File: src/design/vm3d_pkg.sv
// Shared widths and types for the three-axis vector magnitude block.
package vm3d_pkg;

    // Width of one signed axis sample.
    localparam int AXIS_W = 16;

    // One square of a 16-bit sample is at most 2^30, so it fits in 31 bits.
    localparam int SQ_W = 2 * AXIS_W - 1;

    // The sum of three squares is at most 3 * 2^30, so it fits in 32 bits.
    localparam int SUM_W = SQ_W + 1;

    // Root bits tried, from the top bit down. This also sets the output width.
    localparam int RESULT_BITS = 15;

    // Trial values are compared against the remainder with one spare bit.
    localparam int TRIAL_W = SUM_W + 1;

    typedef logic signed [AXIS_W-1:0]  t_axis;
    typedef logic [SQ_W-1:0]           t_square;
    typedef logic [SUM_W-1:0]          t_sum;
    typedef logic [RESULT_BITS-1:0]    t_root;
    typedef logic [TRIAL_W-1:0]        t_trial;

endpackage

File: src/design/vector_magnitude_3d.sv
// Three-axis vector magnitude: floor of the root of x*x + y*y + z*z.
//
// Input channel: i_valid, o_stall and the three signed 16-bit samples
// i_axis_x, i_axis_y, i_axis_z. A transfer happens at a rising edge with
// i_valid high and o_stall low.
// Output channel: o_valid, i_stall and the unsigned 15-bit o_vector_length.
// A transfer happens at a rising edge with o_valid high and i_stall low.
// The result saturates at 32767 when the true root is larger.
//
// Register stages, in order: one stage forms the three squares, one adds them,
// and fifteen stages each decide one root bit with a 33-bit compare and
// subtract. An item enters in every cycle unless o_stall is high, so throughput is one per cycle.
// Each transfer gives exactly one result, in order.
//
// Reset (synchronous, active low) empties the pipeline; no results are
// pending afterwards. When the receiver stalls, the output holds its value
// and the pipeline keeps filling its empty stages; o_stall rises only once
// every stage holds an item.
module vector_magnitude_3d
    import vm3d_pkg::*;
(
    input  logic  i_clk,
    input  logic  i_rst_n,
    input  logic  i_valid,
    output logic  o_stall,
    input  t_axis i_axis_x,
    input  t_axis i_axis_y,
    input  t_axis i_axis_z,
    output logic  o_valid,
    input  logic  i_stall,
    output t_root o_vector_length
);

    t_square n_sq_x;
    t_square n_sq_y;
    t_square n_sq_z;
    t_square r_sq_x;
    t_square r_sq_y;
    t_square r_sq_z;
    logic    r_sq_v;
    t_sum    n_sum;
    t_sum    r_sum;
    logic    r_sum_v;
    logic    root_ready;
    logic    en_sq;
    logic    en_sum;

    // Stage enables ripple back from the root pipeline.
    assign en_sum  = !r_sum_v || root_ready;
    assign en_sq   = !r_sq_v || en_sum;
    assign o_stall = !en_sq;

    // Squares of the samples; each is non-negative and at most 2^30.
    // The samples are sign-extended first, so the low bits of the product are exact.
    assign n_sq_x = SQ_W'(i_axis_x) * SQ_W'(i_axis_x);
    assign n_sq_y = SQ_W'(i_axis_y) * SQ_W'(i_axis_y);
    assign n_sq_z = SQ_W'(i_axis_z) * SQ_W'(i_axis_z);

    // Exact sum of squares; it never exceeds 3 * 2^30.
    assign n_sum = SUM_W'(r_sq_x) + SUM_W'(r_sq_y) + SUM_W'(r_sq_z);

    // Valid bits of the square and sum stages.
    always_ff @(posedge i_clk) begin
        if (!i_rst_n) begin
            r_sq_v  <= 1'b0;
            r_sum_v <= 1'b0;
        end else begin
            if (en_sq) begin
                r_sq_v <= i_valid;
            end
            if (en_sum) begin
                r_sum_v <= r_sq_v;
            end
        end
    end

    // Square stage payload.
    always_ff @(posedge i_clk) begin
        if (en_sq) begin
            r_sq_x <= n_sq_x;
            r_sq_y <= n_sq_y;
            r_sq_z <= n_sq_z;
        end
    end

    // Sum stage payload.
    always_ff @(posedge i_clk) begin
        if (en_sum) begin
            r_sum <= n_sum;
        end
    end

    // Bit-by-bit root, one bit per stage; its last stage drives the output.
    vm3d_root_pipe u_root (
        .i_clk   (i_clk),
        .i_rst_n (i_rst_n),
        .i_valid (r_sum_v),
        .i_sum   (r_sum),
        .o_ready (root_ready),
        .o_valid (o_valid),
        .o_root  (o_vector_length),
        .i_stall (i_stall)
    );

endmodule

File: src/design/vm3d_root_pipe.sv
// Pipelined bit-by-bit integer square root, one result bit per register stage.
module vm3d_root_pipe
    import vm3d_pkg::*;
(
    input  logic  i_clk,
    input  logic  i_rst_n,
    input  logic  i_valid,
    input  t_sum  i_sum,
    output logic  o_ready,
    output logic  o_valid,
    output t_root o_root,
    input  logic  i_stall
);

    // Per-stage state. Stage j decides root bit RESULT_BITS-1-j.
    t_root                  r_q   [RESULT_BITS];
    t_sum                   r_rem [RESULT_BITS-1];
    logic [RESULT_BITS-1:0] r_v;

    // Stage j may load when it is empty or when the stage after it loads.
    logic [RESULT_BITS:0]   en;

    assign en[RESULT_BITS] = !i_stall;
    assign o_ready         = en[0];
    assign o_valid         = r_v[RESULT_BITS-1];
    assign o_root          = r_q[RESULT_BITS-1];

    for (genvar j = 0; j < RESULT_BITS; j++) begin : g_stage
        localparam int K = RESULT_BITS - 1 - j;

        t_root  q_in;
        t_sum   rem_in;
        logic   v_in;
        t_trial trial;
        logic   take;
        t_root  n_q;

        // Ready ripples back from the output so bubbles are squeezed out.
        assign en[j] = !r_v[j] || en[j+1];

        // Stage inputs come from the port for the first stage.
        if (j == 0) begin : g_first
            assign q_in   = '0;
            assign rem_in = i_sum;
            assign v_in   = i_valid;
        end else begin : g_next
            assign q_in   = r_q[j-1];
            assign rem_in = r_rem[j-1];
            assign v_in   = r_v[j-1];
        end

        // (q + 2^K)^2 - q^2 = q * 2^(K+1) + 2^(2K); keep the bit if it still fits.
        assign trial = (TRIAL_W'(q_in) << (K + 1)) | (TRIAL_W'(1) << (2 * K));
        assign take  = {1'b0, rem_in} >= trial;
        assign n_q   = take ? (q_in | (RESULT_BITS'(1) << K)) : q_in;

        // Valid bit of the stage.
        always_ff @(posedge i_clk) begin
            if (!i_rst_n) begin
                r_v[j] <= 1'b0;
            end else if (en[j]) begin
                r_v[j] <= v_in;
            end
        end

        // Partial root of the stage.
        always_ff @(posedge i_clk) begin
            if (en[j]) begin
                r_q[j] <= n_q;
            end
        end

        // The remainder is needed by every stage but the last.
        if (j < RESULT_BITS - 1) begin : g_rem
            t_sum n_rem;

            assign n_rem = take ? (rem_in - trial[SUM_W-1:0]) : rem_in;

            always_ff @(posedge i_clk) begin
                if (en[j]) begin
                    r_rem[j] <= n_rem;
                end
            end
        end
    end

    // After reset the pipeline holds no items.
    a_reset_empty: assert property (@(posedge i_clk)
        !i_rst_n |=> (r_v == '0))
        else $error("root pipeline not empty after reset");

    // The pipeline only refuses an item when its first stage is occupied.
    a_ready_full: assert property (@(posedge i_clk) disable iff (!i_rst_n)
        !o_ready |-> r_v[0])
        else $error("root pipeline refused an item with an empty first stage");

    for (genvar j = 0; j < RESULT_BITS; j++) begin : g_check
        localparam int K = RESULT_BITS - 1 - j;

        // A blocked stage keeps its item unchanged.
        a_hold: assert property (@(posedge i_clk) disable iff (!i_rst_n)
            (r_v[j] && !en[j]) |=> (r_v[j] && $stable(r_q[j])))
            else $error("blocked root stage lost or changed its item");

        // Bits below the one decided in a stage are still clear.
        a_low_clear: assert property (@(posedge i_clk) disable iff (!i_rst_n)
            r_v[j] |-> ((r_q[j] & ((RESULT_BITS'(1) << K) - RESULT_BITS'(1))) == '0))
            else $error("root stage set a bit that was not yet tried");
    end

endmodule
File: config.mk
export PLATFORM = sky130hd
export DESIGN_NAME = vector_magnitude_3d
export DESIGN_NICKNAME = d
export VERILOG_FILES = /design/src/design/vm3d_pkg.sv /design/src/design/vector_magnitude_3d.sv /design/src/design/vm3d_root_pipe.sv
export SDC_FILE = /design/constraint.sdc
export NUM_CORES = 2
export LEC_CHECK = 0
export BUFFER_PORTS_ARGS = -buffer_cell sky130_fd_sc_hd__buf_2
export CAP_MARGIN = 20
export CORE_MARGIN = 2
export CORE_UTILIZATION = 60
export CTS_CLUSTER_SIZE = 14
export DETAILED_ROUTE_END_ITERATION = 10
export HOLD_SLACK_MARGIN = 0.03
export MAX_ROUTING_LAYER = met4
export PLACE_DENSITY = 0.73
export SYNTH_ARGS = -nofsm -noshare
export SYNTH_HDL_FRONTEND = slang
export SYNTH_HIERARCHICAL = 1
export SYNTH_SLANG_ARGS = --single-unit
File: constraint.sdc
create_clock -name i_clk -period 10.6 [get_ports i_clk]
set_input_delay 1.06 -clock i_clk [delete_from_list [all_inputs] [get_ports i_clk]]
set_output_delay 1.06 -clock i_clk [all_outputs]
set_load 0.1 [all_outputs]
# Word-level counts from Yosys, hierarchy flattened
# Memory sizes are Yosys's and may differ from the RTL's.
# Index checks and enable logic that the tools add are counted.
# totals
romBits	0
word_cells	152
n_memories	2
ram_bits	673
input_bits	52
output_inout_bits	17
ff_bits	142
latchBits	0
# mem_list
name	depth	word_bits	read_ports	rd_ports_with_merged_regs	wr	line	source
u_root.r_rem	14	32	14	0	14	vm3d_root_pipe.sv:17	t_sum r_rem [RESULT_BITS-1];
u_root.r_q	15	15	15	0	15	vm3d_root_pipe.sv:16	t_root r_q [RESULT_BITS];
# op_classes
div	0
mux	59
multipliers	3
n_addsub	16
n_lt_le_gt_ge	15
bitwise	0
eq_ne	0
n_shift	0
reduce_logical	36
# op_table
op	count
2-to-1 mux 32 bit	14
multiplier 16 x 16 -> 31 bit	3
adder 31 x 31 -> 32 bit	1
adder 32 x 31 -> 32 bit	1
greater-or-equal comparator 32 x 16 -> 1 bit	1
greater-or-equal comparator 32 x 17 -> 1 bit	1
greater-or-equal comparator 32 x 18 -> 1 bit	1
greater-or-equal comparator 32 x 19 -> 1 bit	1
greater-or-equal comparator 32 x 20 -> 1 bit	1
greater-or-equal comparator 32 x 21 -> 1 bit	1
greater-or-equal comparator 32 x 22 -> 1 bit	1
greater-or-equal comparator 32 x 23 -> 1 bit	1
greater-or-equal comparator 32 x 24 -> 1 bit	1
greater-or-equal comparator 32 x 25 -> 1 bit	1
greater-or-equal comparator 32 x 26 -> 1 bit	1
greater-or-equal comparator 32 x 27 -> 1 bit	1
greater-or-equal comparator 32 x 28 -> 1 bit	1
greater-or-equal comparator 32 x 29 -> 1 bit	1
greater-or-equal comparator 32 x 29 -> 1 bit, second input constant	1
subtractor 32 x 17 -> 32 bit	1
subtractor 32 x 18 -> 32 bit	1
subtractor 32 x 19 -> 32 bit	1
subtractor 32 x 20 -> 32 bit	1
subtractor 32 x 21 -> 32 bit	1
other kinds (26)	90

# Logic depth before layout (Yosys ltp)
# logic_depth
ltp_word	19
depth_mapped	25
depth_no_buf	23

# Cells and area by module
# Netlist, hierarchy kept.
# modules_own_cells
mod	area_per_inst_um2	cells_each	instances	seq_area_each_um2
vector_magnitude_3d	32372.3	3361	1	3703.6
vm3d_root_pipe	27251.1	2111	1	17356.6

# Worst setup path before layout
# No wires, ideal clock.
# synth_path
path_kind	input to output
start	input i_stall
end	output o_stall
t_required_ps	9540
path_stages	10
path_buffers	0
slack_ps	1442
arrival_ps	8098
path_cell_list	and3_1 -> inv_1 -> nor2_1 -> and3_1 -> inv_1 -> nor3_1 -> nand3_1 -> nor2b_1 -> nand2_1 -> inv_1
# synth_via
elab_chain_len	19
# synth_lines
element	line	source
start: declaration	vector_magnitude_3d.sv:30	input logic i_stall,
logical NOT 1 bit	vm3d_root_pipe.sv:23	assign en[RESULT_BITS] = !i_stall;
logical OR 1 bit (2 in series)	vm3d_root_pipe.sv:39	assign en[j] = !r_v[j] || en[j+1];
net u_root.en[13]	vm3d_root_pipe.sv:21	logic [RESULT_BITS:0] en;
logical OR 1 bit (5 in series)	vm3d_root_pipe.sv:39	
net u_root.en[8]	vm3d_root_pipe.sv:21	
logical OR 1 bit (8 in series)	vm3d_root_pipe.sv:39	
net root_ready	vector_magnitude_3d.sv:44	logic root_ready;
logical OR 1 bit	vector_magnitude_3d.sv:49	assign en_sum = !r_sum_v || root_ready;
logical OR 1 bit	vector_magnitude_3d.sv:50	assign en_sq = !r_sq_v || en_sum;
logical NOT 1 bit	vector_magnitude_3d.sv:51	assign o_stall = !en_sq;
end: declaration	vector_magnitude_3d.sv:25	output logic o_stall,
# The timed path passes the listed nets, and every way through them passes these cells.

# Worst setup path after layout
# layout_path
start	input i_axis_y[15]
end	register r_sq_y[29], data pin
# layout_via
elab_chain_len	1
# layout_lines
element	line	source
start: declaration	vector_magnitude_3d.sv:27	input t_axis i_axis_y,
multiplier 16 x 16 -> 31 bit	vector_magnitude_3d.sv:56	assign n_sq_y = SQ_W'(i_axis_y) * SQ_W'(i_axis_y);
net n_sq_y[29]	vector_magnitude_3d.sv:35	t_square n_sq_y;
end signal: assignment	vector_magnitude_3d.sv:81	r_sq_y <= n_sq_y;
end: declaration	vector_magnitude_3d.sv:38	t_square r_sq_y;
# The timed path passes the listed nets, and every way through them passes these cells.
# A chain may end at the register's enable or synchronous reset.

==> impl_results.md <==
- Crit Path Max Fanout: 18
- Die H: 319 um
- Syn Area/Cell: 10.9 um^2
- Fmax: 135 MHz
- WL per Instance: 17.1 um
- Routed Antenna Nets: 0
- Top post-synthesis cells by area: edfxtp_1 35%, fa_1 24%, ha_1 8.9%
- Routed via count: 37,530
- Synth cell types: 100
- Number of detailed-routing iterations run before antenna repair: 6
- Critical path class: primary input to flip-flop
- Largest net degree at the start of global routing: 81
- Worst-path clk slew: 60 ps
- GRT Util Overall: 0.246
- CTS root buffer: clkbuf_16
- Nets: 6,737
- Via count of the first global-routing pass: 39,095
- Most common cell in the netlist: inv_1
- Reg2Reg Depth: 8
- YS warnings: 6
- GRT overflow: 0
- CTS tree: built
- Cells after Synth: 5,472
- Total I/O pin count: 69
- Fin crit share: 0.697
- Clock Tree Buf Depth: 3
- Crit end category: flip-flop
- Dominant synthesized flop cell: edfxtp_1
- Layout area overhead: 7.03%
- Worst-margin pin slew: 1010 ps
- Cts repair resizes: 0
- Iter 0 DRT Violations: 2,188
- Async set-or-reset flop fraction in the synthesized netlist: 0
- DRC: 0
- Final Cell Area: 0.0638 mm^2
- Final Hold Vio Count: 0
- Post-synth top area cell: edfxtp_1
- WL final: 118 mm
- First-pass GRT wire length: 196 mm
- Initial antenna violation count: 2
- # H-tree levels: 3
- Post-route setup TNS: 0 ps
- Initial core utilization: 0.606
- RSZ-0062 raised after global routing: false
- Share of the synthesized area in the top cell type: 0.348
- Shortest period the worst path allows: 7390 ps
- Critical path data arrival time: 7730 ps
- Yosys reg bits: 707
- Seq/Total Area, Yosys: 0.353
- Area after DPL: 0.0613 mm^2
- Die width: 319 um
- Post-synth EDFFs: 690
- Setup crit start kind: primary input
- Placer Congestion: 0.907
- Cell Rows: 115
- Num CTS Buffers: 74
- Clock Latency Late Sink: 610 ps
- Synth Cell Area: 0.0596 mm^2
- Hpwl dp: 95.4 mm
- Max-cap violation count: 0
- Outcome: completed
- Worst hold stages: 0
- Layout cells sized above 1: 0.0491
- Vias per Instance: 5.45
- Fin Clk Skew: 23.1 ps
- Die area: 0.102 mm^2
- Final setup violation count: 0
- Core box area: 0.0984 mm^2
- Required @ worst endpoint: 10,950 ps
- Class of the worst hold path: flip-flop to flip-flop
- Fillcell total: 7,706
- Hold-fix buffers at CTS: 0
- R2R setup slack: 6750 ps
- Headroom to the max-slew limit: 0.327
- Sink Count: 707
- Synth cell count leaders: 1,233 x inv_1, 723 x fa_1, 690 x edfxtp_1
- Max Slew Vio Count: 0
- Post CTS Setup Buffer Count: 0
- # port buffers: 68
[metal layers]
metal | global-route usage | part of all wire | vias to the layer above | routed length, um
met5 | - | 0 | - | 0
met1 | 0.307 | 0.41 | 18584 | 48500
met4 | 0.0629 | 0.024 | 0 | 2810
met2 | 0.435 | 0.53 | 788 | 61800
li1 | - | - | 17975 | -
met3 | 0.0207 | 0.038 | 183 | 4470
[logic make-up (layout without fill, tap and decap cells)]
logic type	count (synthesis)	count (layout)	synth area share
buffers and inverters	1338	1460	0.0850
xor gates and xnor gates	339	339	0.0498
DFF	707	707	0.353
AOI/OAI and AO/OA	671	671	0.0734
other	1	4	0.0000629
and+or+nand+nor	1254	1254	0.104
muxes	16	16	0.00292
adders and majority gates	1146	1146	0.332
[worst max-delay path, stage by stage]
cell and delay [ps]:
buf_2 310, clkinv_1 590, nor2_1 410, fa_1 520
inv_1 240, fa_1 550, inv_1 330, fa_1 490
fa_1 480, fa_1 540, inv_1 50, fa_1 520
inv_1 40, ha_1 350, a21o_1 180, a21oi_1 150
o21ai_0 110, a21o_1 180, a211oi_1 320, a21oi_1 130
xor2_1 160
[through the flow]
step	worst slack, ps	util	instances	hold WS [ps]
after floorplan	1440	-	5474	417
after global placement	2860	0.623	6744	423
after detailed placement	2630	0.623	6745	429
after CTS	3250	0.648	6878	433
after global routing	2630	0.648	6883	431
final	3210	0.648	6884	434
[flip-flops by register name, summed over array words and instances (netlist names)]
register,cells
u_root/r_rem,448
r_sq_z,30
r_sum,32
u_root/g_stage.v_in,14
u_root/o_valid,1
r_sq_y,30
r_sq_v,1
r_sq_x,30
u_root/r_q,120
r_sum_v,1
[cell type report]
class	count	area, um^2	share of cell area
multi-input combinational	3429	33500	0.525
sequential	707	21100	0.330
inverter	1242	4660	0.0731
clock buffer	88	1970	0.0308
tap	1287	1610	0.0252
timing repair buffer	85	528	0.00827
clock inverter	45	458	0.00718
antenna	1	2.50	0.0000392
[final timing paths]
| check | start | end |
|---|---|---|
| worst max-delay path | i_axis_y[15] | r_sq_y[29] |
| worst min-delay path | u_root/r_rem[1][37] | u_root/r_rem[1][69] |
| worst max register to register | u_root/r_rem[1][73] | u_root/r_rem[1][125] |
| worst min register to register | u_root/r_rem[1][37] | u_root/r_rem[1][69] |
[placed cells by master (no fill, tap or decap), types with 32 or more instances in the layout]
cell type / count
a21oi_1: 191
nor3_1: 82
inv_1: 1232
nand2_1: 377
fa_1: 723
o21a_1: 59
nor2_1: 291
ha_1: 423
nand3_1: 50
xnor2_1: 200
nor4_1: 79
buf_2: 68
nor2b_1: 32
o21ai_0: 134
and2_1: 106
nand2b_1: 44
edfxtp_1: 690
clkbuf_16: 75
a21o_1: 69
xor2_1: 139
Power is not shown: default switching activity piles up to over one toggle a cycle in this logic, so the estimate is an artifact.
